File: src/design/rgbhsv_pkg.sv
package rgbhsv_pkg;

  // Hue scale: 1/64 degree per unit.
  localparam int HUE_W = 15;
  localparam logic [HUE_W-1:0] HUE_SECTOR = 15'd3840;
  localparam logic [HUE_W-1:0] HUE_FULL = 15'd23040;
  localparam logic [HUE_W-1:0] HUE_GREEN_BASE = 15'd7680;
  localparam logic [HUE_W-1:0] HUE_BLUE_BASE = 15'd15360;

  // Divider chain geometry. The hue quotient is at most 3840, so twelve
  // quotient bits cover it; the saturation quotient needs eight of them.
  localparam int NUM_CELLS = 12;
  localparam int QH_W = 12;
  localparam int QS_W = 8;
  localparam int REMH_W = 20;
  localparam int REMS_W = 16;
  localparam int DSH_W = 19;

  // Data handed from one divider cell to the next.
  typedef struct packed {
    logic [REMH_W-1:0] rem_h;
    logic [DSH_W-1:0] dsh_h;
    logic [QH_W-1:0] q_h;
    logic [REMS_W-1:0] rem_s;
    logic [DSH_W-1:0] dsh_s;
    logic [QS_W-1:0] q_s;
    logic [HUE_W-1:0] off;
    logic neg;
    logic zero;
    logic [7:0] bright;
  } cell_data_t;

endpackage

File: src/design/rgbhsv_if.sv
// Pixel channel: one RGB pixel per request.
interface rgbhsv_pix_if;
  logic valid;
  logic ready;
  logic [7:0] red;
  logic [7:0] green;
  logic [7:0] blue;

  modport source (output valid, output red, output green, output blue, input ready);
  modport sink (input valid, input red, input green, input blue, output ready);
endinterface

// Result channel: one HSV triple per request.
interface rgbhsv_hsv_if;
  logic valid;
  logic ready;
  logic [14:0] hue;
  logic [7:0] saturation;
  logic [7:0] brightness;

  modport source (output valid, output hue, output saturation, output brightness,
                  input ready);
  modport sink (input valid, input hue, input saturation, input brightness,
                output ready);
endinterface

File: src/design/rgbhsv_front.sv
module rgbhsv_front (
  input  logic clk,
  input  logic rst,
  input  logic load,
  input  logic in_valid,
  input  logic [7:0] red,
  input  logic [7:0] green,
  input  logic [7:0] blue,
  output logic out_valid,
  output rgbhsv_pkg::cell_data_t out_data
);

  logic [7:0] mx;
  logic [7:0] mn;
  logic [7:0] d;
  logic [7:0] p;
  logic [7:0] n;
  logic [7:0] mag;
  logic neg;
  logic [rgbhsv_pkg::HUE_W-1:0] off;
  rgbhsv_pkg::cell_data_t data_next;

  // Largest and smallest channel.
  always_comb begin
    mx = (red > green) ? red : green;
    if (blue > mx) mx = blue;
    mn = (red < green) ? red : green;
    if (blue < mn) mn = blue;
    d = mx - mn;
  end

  // Sector select, red first, then green, then blue.
  always_comb begin
    if (mx == red) begin
      p = green;
      n = blue;
      off = (green >= blue) ? '0 : rgbhsv_pkg::HUE_FULL;
    end else if (mx == green) begin
      p = blue;
      n = red;
      off = rgbhsv_pkg::HUE_GREEN_BASE;
    end else begin
      p = red;
      n = green;
      off = rgbhsv_pkg::HUE_BLUE_BASE;
    end
    neg = (p < n);
    mag = neg ? (n - p) : (p - n);
  end

  // Dividends, and divisors aligned to the top quotient bit.
  always_comb begin
    data_next.rem_h = rgbhsv_pkg::REMH_W'(mag) * rgbhsv_pkg::REMH_W'(rgbhsv_pkg::HUE_SECTOR);
    data_next.dsh_h = {d, 11'b0};
    data_next.q_h = '0;
    data_next.rem_s = rgbhsv_pkg::REMS_W'({8'b0, d} * 16'd255);
    data_next.dsh_s = {mx, 11'b0};
    data_next.q_s = '0;
    data_next.off = off;
    data_next.neg = neg;
    data_next.zero = (d == 8'd0);
    data_next.bright = mx;
  end

  always_ff @(posedge clk) begin
    if (rst) begin
      out_valid <= 1'b0;
    end else if (load) begin
      out_valid <= in_valid;
    end
  end

  always_ff @(posedge clk) begin
    if (load) begin
      out_data <= data_next;
    end
  end

endmodule

File: src/design/rgbhsv_cell.sv
module rgbhsv_cell (
  input  logic clk,
  input  logic rst,
  input  logic load,
  input  logic in_valid,
  input  rgbhsv_pkg::cell_data_t in_data,
  output logic out_valid,
  output rgbhsv_pkg::cell_data_t out_data
);

  logic [rgbhsv_pkg::REMH_W-1:0] dh;
  logic [rgbhsv_pkg::REMH_W-1:0] ds;
  logic [rgbhsv_pkg::REMH_W-1:0] rs_wide;
  logic take_h;
  logic take_s;
  rgbhsv_pkg::cell_data_t data_next;

  // One restoring step for each divider, then move both divisors down a bit.
  always_comb begin
    dh = rgbhsv_pkg::REMH_W'(in_data.dsh_h);
    ds = rgbhsv_pkg::REMH_W'(in_data.dsh_s);
    rs_wide = rgbhsv_pkg::REMH_W'(in_data.rem_s);
    take_h = (in_data.rem_h >= dh);
    take_s = (rs_wide >= ds);
    data_next = in_data;
    data_next.rem_h = take_h ? (in_data.rem_h - dh) : in_data.rem_h;
    data_next.q_h = {in_data.q_h[rgbhsv_pkg::QH_W-2:0], take_h};
    data_next.rem_s = take_s ? rgbhsv_pkg::REMS_W'(rs_wide - ds) : in_data.rem_s;
    data_next.q_s = {in_data.q_s[rgbhsv_pkg::QS_W-2:0], take_s};
    data_next.dsh_h = in_data.dsh_h >> 1;
    data_next.dsh_s = in_data.dsh_s >> 1;
  end

  always_ff @(posedge clk) begin
    if (rst) begin
      out_valid <= 1'b0;
    end else if (load) begin
      out_valid <= in_valid;
    end
  end

  always_ff @(posedge clk) begin
    if (load) begin
      out_data <= data_next;
    end
  end

endmodule

File: src/design/rgb_to_hsv_unit.sv
// Hexcone RGB-to-HSV converter. It takes one pixel per clock while the output is
// not stalled, and returns hue in 1/64 degree (0 to 23039), saturation (255 is
// fully saturated) and brightness (the largest channel). A pixel goes through an
// input stage that finds the sector and forms the dividends, a row of twelve
// divider cells that each settle one quotient bit of the hue and saturation
// divisions, and an output register. A stalled output holds only the stages
// behind it that are full; empty stages still fill.
module rgb_to_hsv_unit (
  input  logic clk,
  input  logic rst,
  rgbhsv_pix_if.sink pixel,
  rgbhsv_hsv_if.source result
);

  localparam int NC = rgbhsv_pkg::NUM_CELLS;

  logic stage_valid [0:NC];
  rgbhsv_pkg::cell_data_t stage_data [0:NC];
  logic load [0:NC];
  logic load_out;

  logic out_valid;
  logic [rgbhsv_pkg::HUE_W-1:0] out_hue;
  logic [7:0] out_sat;
  logic [7:0] out_bright;
  logic [rgbhsv_pkg::HUE_W-1:0] hue_next;
  logic [rgbhsv_pkg::HUE_W-1:0] q_ext;
  rgbhsv_pkg::cell_data_t last;

  // Load chain: a stage takes new data when it is empty or its successor moves.
  assign load_out = !out_valid || result.ready;
  assign load[NC] = !stage_valid[NC] || load_out;

  genvar i;
  generate
    for (i = 0; i < NC; i++) begin : g_load
      assign load[i] = !stage_valid[i] || load[i+1];
    end
  endgenerate

  assign pixel.ready = load[0];

  rgbhsv_front u_front (
    .clk(clk),
    .rst(rst),
    .load(load[0]),
    .in_valid(pixel.valid),
    .red(pixel.red),
    .green(pixel.green),
    .blue(pixel.blue),
    .out_valid(stage_valid[0]),
    .out_data(stage_data[0])
  );

  // Divider row: one quotient bit per cell.
  generate
    for (i = 0; i < NC; i++) begin : g_cell
      rgbhsv_cell u_cell (
        .clk(clk),
        .rst(rst),
        .load(load[i+1]),
        .in_valid(stage_valid[i]),
        .in_data(stage_data[i]),
        .out_valid(stage_valid[i+1]),
        .out_data(stage_data[i+1])
      );
    end
  endgenerate

  // Apply the sector offset; grey pixels give zero hue and saturation.
  always_comb begin
    last = stage_data[NC];
    q_ext = rgbhsv_pkg::HUE_W'(last.q_h);
    if (last.zero) begin
      hue_next = '0;
    end else if (last.neg) begin
      hue_next = last.off - q_ext;
    end else begin
      hue_next = last.off + q_ext;
    end
  end

  always_ff @(posedge clk) begin
    if (rst) begin
      out_valid <= 1'b0;
    end else if (load_out) begin
      out_valid <= stage_valid[NC];
    end
  end

  always_ff @(posedge clk) begin
    if (load_out) begin
      out_hue <= hue_next;
      out_sat <= last.zero ? 8'd0 : last.q_s;
      out_bright <= last.bright;
    end
  end

  assign result.valid = out_valid;
  assign result.hue = out_hue;
  assign result.saturation = out_sat;
  assign result.brightness = out_bright;

  // A delivered hue stays below a full turn.
  a_hue_range: assert property (@(posedge clk) disable iff (rst)
    out_valid |-> (out_hue < rgbhsv_pkg::HUE_FULL))
    else $error("hue out of range");

  // A black pixel has no saturation and no hue.
  a_black: assert property (@(posedge clk) disable iff (rst)
    (out_valid && out_bright == 8'd0) |-> (out_sat == 8'd0 && out_hue == '0))
    else $error("black pixel with nonzero hue or saturation");

  // An accepted pixel lands in the input stage.
  a_accept: assert property (@(posedge clk) disable iff (rst)
    (pixel.valid && pixel.ready) |=> stage_valid[0])
    else $error("accepted pixel lost at input stage");

  // The hue quotient never exceeds one sector.
  a_quot: assert property (@(posedge clk) disable iff (rst)
    (stage_valid[NC] && !last.zero) |-> (q_ext <= rgbhsv_pkg::HUE_SECTOR))
    else $error("hue quotient exceeds one sector");

endmodule

File: src/flat_wrapper.sv
// flat-port wrapper written by rule: the top's interface ports become plain ports
module rgb_to_hsv_unit_flat 
  (clk, rst, pixel_valid, pixel_red, pixel_green, pixel_blue, pixel_ready, result_valid, result_hue, result_saturation, result_brightness, result_ready);
  rgbhsv_pix_if pixel_i ();
  rgbhsv_hsv_if result_i ();
  input  logic clk;
  input  logic rst;
  input wire logic [$bits(pixel_i.valid)-1:0] pixel_valid;
  input wire logic [$bits(pixel_i.red)-1:0] pixel_red;
  input wire logic [$bits(pixel_i.green)-1:0] pixel_green;
  input wire logic [$bits(pixel_i.blue)-1:0] pixel_blue;
  output wire logic [$bits(pixel_i.ready)-1:0] pixel_ready;
  output wire logic [$bits(result_i.valid)-1:0] result_valid;
  output wire logic [$bits(result_i.hue)-1:0] result_hue;
  output wire logic [$bits(result_i.saturation)-1:0] result_saturation;
  output wire logic [$bits(result_i.brightness)-1:0] result_brightness;
  input wire logic [$bits(result_i.ready)-1:0] result_ready;
  assign pixel_i.valid = pixel_valid;
  assign pixel_i.red = pixel_red;
  assign pixel_i.green = pixel_green;
  assign pixel_i.blue = pixel_blue;
  assign pixel_ready = pixel_i.ready;
  assign result_valid = result_i.valid;
  assign result_hue = result_i.hue;
  assign result_saturation = result_i.saturation;
  assign result_brightness = result_i.brightness;
  assign result_i.ready = result_ready;
  rgb_to_hsv_unit u_core (.clk(clk), .rst(rst), .pixel(pixel_i), .result(result_i));
endmodule
File: config.mk
export PLATFORM = sky130hd
export DESIGN_NAME = rgb_to_hsv_unit_flat
export DESIGN_NICKNAME = d
export VERILOG_FILES = /design/src/design/rgbhsv_pkg.sv /design/src/design/rgbhsv_if.sv /design/src/design/rgbhsv_front.sv /design/src/design/rgbhsv_cell.sv /design/src/design/rgb_to_hsv_unit.sv /design/src/flat_wrapper.sv
export SDC_FILE = /design/constraint.sdc
export NUM_CORES = 1
export LEC_CHECK = 0
export ABC_AREA = 1
export BUFFER_PORTS_ARGS = -buffer_cell sky130_fd_sc_hd__buf_4
export CORE_MARGIN = 5
export CORE_UTILIZATION = 54
export DETAILED_ROUTE_END_ITERATION = 12
export PLACE_DENSITY = 0.7
export REMOVE_ABC_BUFFERS = 1
export SYNTH_ARGS = -nofsm -noshare
export SYNTH_HDL_FRONTEND = slang
export SYNTH_SLANG_ARGS = --single-unit
File: constraint.sdc
create_clock -name clk -period 19.9 [get_ports clk]
set_clock_uncertainty 0.2 [all_clocks]
set_input_delay 0 -clock clk [delete_from_list [all_inputs] [get_ports clk]]
set_output_delay 0 -clock clk [all_outputs]
set_load 0.01 [all_outputs]
==> impl_metrics.py, run 1 <==
metrics = {
    "global_routing": {
        "grt_max_degree": 77,
        "antenna_found_initial": 0,
        "grt_use_total_pct": 16.6,
        "grt_pass1_wl_mm": 114,
        "grt_pass1_vias": 24800,
        "overflow": 0,
    },
    "setup_path": {
        "cp_num_buf_inv": 9,
        "reg2reg_depth": 32,
        "rrSetupSlack_ps": 11170,
        "cpMaxStageDelayCell": "nand3b_1",
        "crit_family": "simple AND/OR/NAND/NOR gates",
        "startpoint": "pixel_green[7]",
        "critPathMaxFanout": 20,
        "cp_common_cell": "nand2_1",
        "worst_setup_path_end_kind": "flip-flop",
        "criticalPathCategory": "in2reg",
        "cp-start-kind": "primary input",
        "reg2reg_to": "u_core.g_cell[0].u_cell.out_data[96]",
        "critPathRequiredTime_ps": 20060,
        "path_depth": 52,
        "crit_end": "u_core.u_front.out_data[117]",
        "reg2reg_from": "u_core.result.valid",
        "max_stage_delay_ps": 560,
        "crit_arrival_ps": 10620,
    },
    "timing": {
        "finalSetupViolCount": 0,
        "fmax_mhz": 95.6,
        "worst_slack_ps": 9440,
        "fin_crit_sh_pct": 52.6,
        "rsz0062_at_grt": "no",
        "period_minus_slack_ps": 10460,
        "worst_pin_slew_ps": 1140,
        "report.final.slew_viol_count": 0,
        "hold_viol": 0,
        "max_slew_margin_pct": 23.6,
        "fin_setup_tns_ps": 0,
    },
    "floorplan": {
        "start_util_pct": 54.4,
        "die_y_um": 287,
        "die_area_mm2": 0.0822,
        "io_pins": 61,
        "core_mm2": 0.0759,
        "rows": 101,
        "die_width_um": 287,
    },
    "route": {
        "first_pass_iters": 5,
        "ant_nets": 0,
        "wl_per_cell_um": 13.6,
        "wl_mm": 67.2,
        "via_count": 25100,
        "drc": 0,
        "via_per_inst": 5.08,
        "first_iter_violations": 1265,
    },
    "logic_synthesis": {
        "synth-edff-count": 788,
        "seq_area_frac_synth_pct": 57.9,
        "dominantRegCellSynth": "edfxtp_1",
        "synth_seq_cells": 802,
        "synth_cell_types": 59,
        "synth_top_area_share_pct": 57.3,
        "synthTopCellsByArea": "edfxtp_1, ha_1, inv_1, nand2_1, fa_1",
        "syn_area_mm2": 0.0413,
        "async_reset_ff_share_pct": 0,
        "synthCells": 3684,
        "yosys_warnings": 0,
        "synth_area_per_cell_um2": 11.2,
        "yosysTopAreaCell": "edfxtp_1",
    },
    "clocking": {
        "hold_buffers": 27,
        "root_buffer": "clkbuf_16",
        "postCtsSetupRepairBufs": 0,
        "postCtsResizedCells": 0,
        "clkSinkCount": 802,
        "cts.clk_slew.worst_paths_ps": 60,
        "cts_buffer_depth": 3,
        "cts_tree": "done",
        "cts_buffers": 84,
        "insertion_delay_ps": 630,
        "htreeDepth": 3,
    },
    "layout": {
        "area_growth_pct": 11.8,
        "fill_cells": 5954,
        "final_cell_area_mm2": 0.0462,
        "antennaDiodeCount": 0,
        "drive_above_1_share_pct": 7.55,
        "nets": 4224,
    },
    "job": {
        "maxCapViolations": 0,
    },
    "placed_design": {
        "place_congestion": 0.932,
        "hpwl_mm": 50.5,
        "dpl_worst_slack_ps": 9700,
        "dpl_cell_area_mm2": 0.0430,
        "port_buffers": 60,
    },
    "min_path": {
        "min_path_cells": 7,
        "hp-class": "in2reg",
    },
    "status": {
        "outcome": "finished, final reports clean",
    },
}
tightest hold or removal path, stage by stage:
cell,delay [ps]
buf_4,100
inv_1,110
nand3_2,110
nand2_1,60
nor2_2,80
ha_1,130
inv_1,70
placed cells by master, fill, tap and decap left out, drive strengths merged, types with 3 or more instances in the layout:
cell type	netlist	layout
a2111oi	4	4
a211o	3	3
a211oi	17	17
a21o	6	6
a21oi	246	246
a221oi	5	5
a31oi	5	5
a41oi	3	3
and2	3	3
buf	11	75
bufinv	0	13
clkbuf	28	106
clkinv	0	23
clkinvlp	0	11
dfxtp	14	14
dlygate4sd3	0	27
edfxtp	788	788
fa	66	66
ha	297	297
inv	602	607
nand2	501	501
nand3	155	155
nand3b	5	5
nand4	20	20
nor2	302	302
nor3	35	35
nor3b	3	3
nor4	30	30
o2111ai	5	5
o211ai	5	5
o21a	8	8
o21ai	230	230
o21bai	14	14
o311ai	3	3
o31ai	8	8
o41ai	4	4
or2	9	9
or4	6	6
xnor2	83	83
xor2	145	145
worst min path at each step:
stage	from	end	slack, ps
final	pixel_red[0]	u_core.u_front.out_data[107]	50
after global routing	rst	u_core.g_cell[11].u_cell.out_valid	40
after CTS	rst	u_core.g_cell[6].u_cell.out_valid	2
after detailed placement	pixel_valid	u_core.u_front.out_valid	130
after global placement	rst	u_core.g_cell[11].u_cell.out_valid	120
after floorplan	rst	u_core.g_cell[10].u_cell.out_valid	-130
Yosys cell counts (9+ instances only):
cell / count
a211oi_1: 17
a21oi_1: 245
buf_6: 9
clkbuf_1: 28
dfxtp_1: 14
edfxtp_1: 788
fa_1: 66
ha_1: 297
inv_1: 593
inv_2: 9
nand2_1: 488
nand3_1: 137
nand3_2: 18
nand4_1: 19
nor2_1: 290
nor2_2: 11
nor3_1: 34
nor4_1: 30
o21ai_0: 228
o21bai_1: 14
or2_2: 9
xnor2_1: 83
xor2_1: 145
registers in the layout, indices dropped and copies added (netlist names):
signal / flops
u_core.g_cell.u_cell.out_data: 707
u_core.g_cell.u_cell.out_valid: 12
u_core.result.brightness: 8
u_core.result.hue: 15
u_core.result.saturation: 8
u_core.result.valid: 1
u_core.u_front.out_data: 50
u_core.u_front.out_valid: 1
logic make-up after synthesis:
group,synth area share [%]
XOR/XNOR,4.83
buffers and inverters,6.00
multiplexers,0.0545
AND/OR/NAND/NOR,11.3
flip-flops,57.9
AO/OA/AOI/OAI,7.68
adder cells (fa/ha/maj),12.2
routing by layer:
layer | global-route usage, % | wire length [um]
met1 | 19.4 | 27400
met2 | 31.0 | 35100
met3 | 2.60 | 2290
met4 | 5.94 | 2470
met5 | 0 | 0
final cells by class:
type,instances,area [um2],share of cell area (%)
sequential,802,23900,51.8
multi-input combinational,2241,14900,32.3
clock buffer,106,2280,4.93
inverter,602,2260,4.89
tap,1030,1290,2.79
timing repair buffer,102,833,1.80
clock inverter,52,697,1.51
per-stage QoR:
| stage | hold WS [ps] | utilization (%) | instances |
|---|---|---|---|
| final | 46.1 | 60.8 | 4935 |
| after global placement | 123 | 56.6 | 4750 |
| after CTS | 1.68 | 60.8 | 4935 |
| after global routing | 37.0 | 60.8 | 4935 |
| after detailed placement | 128 | 56.6 | 4750 |
| after floorplan | -131 | - | 3645 |
Power of run 1 is left out: the tool's default activity adds up to more than one toggle a clock period on the data nets, which glitch-free logic cannot reach.
==> inputs of run 2 (changes only) <==
==> constraint.sdc (replaced) <==
create_clock -name clk -period 10.8 [get_ports clk]
set_clock_uncertainty 0.2 [all_clocks]
set_input_delay 0 -clock clk [delete_from_list [all_inputs] [get_ports clk]]
set_output_delay 0 -clock clk [all_outputs]
set_load 0.01 [all_outputs]
==> run 2 against run 1 <==
Global-route usage grew 0.59 points; hold slack improved by 13 ps; critical endpoint is now u_core.u_front.out_data[66]; critical path depth fell by 3; wire length grew 3.8%; critical path type unchanged; largest cell class unchanged; via count barely moved; highest routed layer unchanged; die area unchanged.
==> impl_metrics.py, run 2 (synthesized netlist as in run 1, its figures left out) <==
metrics = {
    "status": {
        "outcome": "finished, final reports clean",
    },
    "global_routing": {
        "grt-busiest-layer": "met2",
        "grt_use_total_pct": 17.2,
        "antenna_found_initial": 0,
        "grt_pass1_wl_mm": 117,
        "grt_use_met2_pct": 33.6,
        "grt_pass1_vias": 25100,
        "met3_usage_pct": 2.46,
        "overflow": 0,
        "grt_max_degree": 77,
        "globalRouteMet1Util_pct": 18.4,
    },
    "floorplan": {
        "io_pins": 61,
        "die_area_mm2": 0.0822,
        "die_y_um": 287,
        "start_util_pct": 54.4,
        "die_width_um": 287,
        "core_mm2": 0.0759,
        "rows": 101,
    },
    "placed_design": {
        "dpl_cell_area_mm2": 0.0430,
        "port_buffers": 60,
        "place_congestion": 0.859,
        "placed_cells": 4753,
        "hpwl_mm": 53.4,
    },
    "setup_path": {
        "critPathRequiredTime_ps": 10950,
        "cpMaxStageDelayCell": "fa_1",
        "max_stage_delay_ps": 620,
        "cp-start-kind": "primary input",
        "crit_arrival_ps": 9850,
        "cp_common_cell": "inv_1",
        "criticalPathCategory": "in2reg",
        "critPathMaxFanout": 20,
        "worst_setup_path_end_kind": "flip-flop",
    },
    "layout": {
        "most-common-layout-cells": "edfxtp_1, inv_1, nand2_1, ha_1, nor2_1",
        "nets": 4223,
        "antennaDiodeCount": 0,
        "fill_cells": 6050,
        "final_cell_area_mm2": 0.0459,
        "fin_cells": 4927,
        "drive_above_1_share_pct": 6.98,
        "area_growth_pct": 11.0,
        "top_register": "u_core.g_cell.u_cell.out_data",
        "final_common_cell": "edfxtp_1",
        "largest_reg_flops": 707,
    },
    "timing": {
        "fin_crit_sh_pct": 89.8,
        "max_slew_margin_pct": 21.3,
        "worst_pin_slew_ps": 1170,
        "report.final.slew_viol_count": 0,
        "rsz0062_at_grt": "no",
        "period_minus_slack_ps": 9700,
        "fmax_mhz": 103,
        "hold_viol": 0,
        "finalSetupViolCount": 0,
        "fin_setup_tns_ps": 0,
        "timing.hold.ws_ps": 59.2,
    },
    "route": {
        "via_count": 25000,
        "via_per_inst": 5.08,
        "wl_mm": 69.8,
        "wl_per_cell_um": 14.2,
        "drc": 0,
        "first_iter_violations": 818,
        "first_pass_iters": 7,
        "ant_nets": 0,
    },
    "clocking": {
        "clkSinkCount": 802,
        "insertion_delay_ps": 610,
        "root_buffer": "clkbuf_16",
        "cts_buffers": 82,
        "cts_buffer_depth": 3,
        "htreeDepth": 3,
        "cts_tree": "done",
        "cts.clk_slew.worst_paths_ps": 60,
    },
    "job": {
        "maxCapViolations": 0,
    },
    "min_path": {
        "hp-class": "in2reg",
    },
}
run 2: cell types whose count changed in the layout (fill, tap and decap cells not counted), moves of 3 or more:
cell,before,now
dlygate4sd3_1,27,24
inv_16,3,0
clkinvlp_4,11,2
clkinv_1,4,22
bufinv_16,13,7
clkbuf_8,5,2
clkinv_2,15,12
buf_4,75,78
run 2: worst paths after layout:
path	cells past startpoint	endpoint	slack, ps	startpoint
worst min-delay path	5	u_core.u_front.out_data[52]	60	pixel_red[0]
worst min register to register	0	u_core.g_cell[2].u_cell.out_data[8]	210	u_core.g_cell[1].u_cell.out_data[8]
worst max-delay path	49	u_core.u_front.out_data[66]	1100	pixel_green[6]
worst max register to register	34	u_core.u_front.out_valid	2910	u_core.result.valid
run 2: cell type report:
type / count / area, um2 / area share [%]
Sequential cell: 802 / 23900 / 52.2
Multi-Input combinational cell: 2241 / 14900 / 32.5
Inverter: 602 / 2260 / 4.92
Clock buffer: 103 / 2240 / 4.87
Tap cell: 1030 / 1290 / 2.81
Timing Repair Buffer: 103 / 846 / 1.84
Clock inverter: 46 / 404 / 0.881
run 2: stage by stage:
| step | setup WS, ps | util (%) |
|---|---|---|
| finish | 1100 | 60.4 |
| floorplan | -5800 | - |
| global route | 239 | 60.4 |
| CTS | 659 | 60.4 |
| detailed placement | 546 | 56.6 |
| global placement | 871 | 56.6 |
run 2: per-layer routing:
layer / vias up / share of wire (%)
met5: - / 0
met4: 0 / 4.1
met3: 162 / 3.3
met2: 389 / 54
met1: 11500 / 38
li1: 12900 / -
run 2: critical path: cells and delay by family:
family	cells	cell delay, ps
buf+inv	10	1410
simple gates	17	2170
fa+ha+maj	8	3400
compound gates	11	2130
xor+xnor	3	730
run 2: repair_timing:
item	in CTS	in global routing
setup endpoints to repair	0	3
hold buffers	24	0
hold endpoints to repair	59	0
resized for setup	0	1
buffers inserted	0	1
Power of run 2 is left out for the same reason.
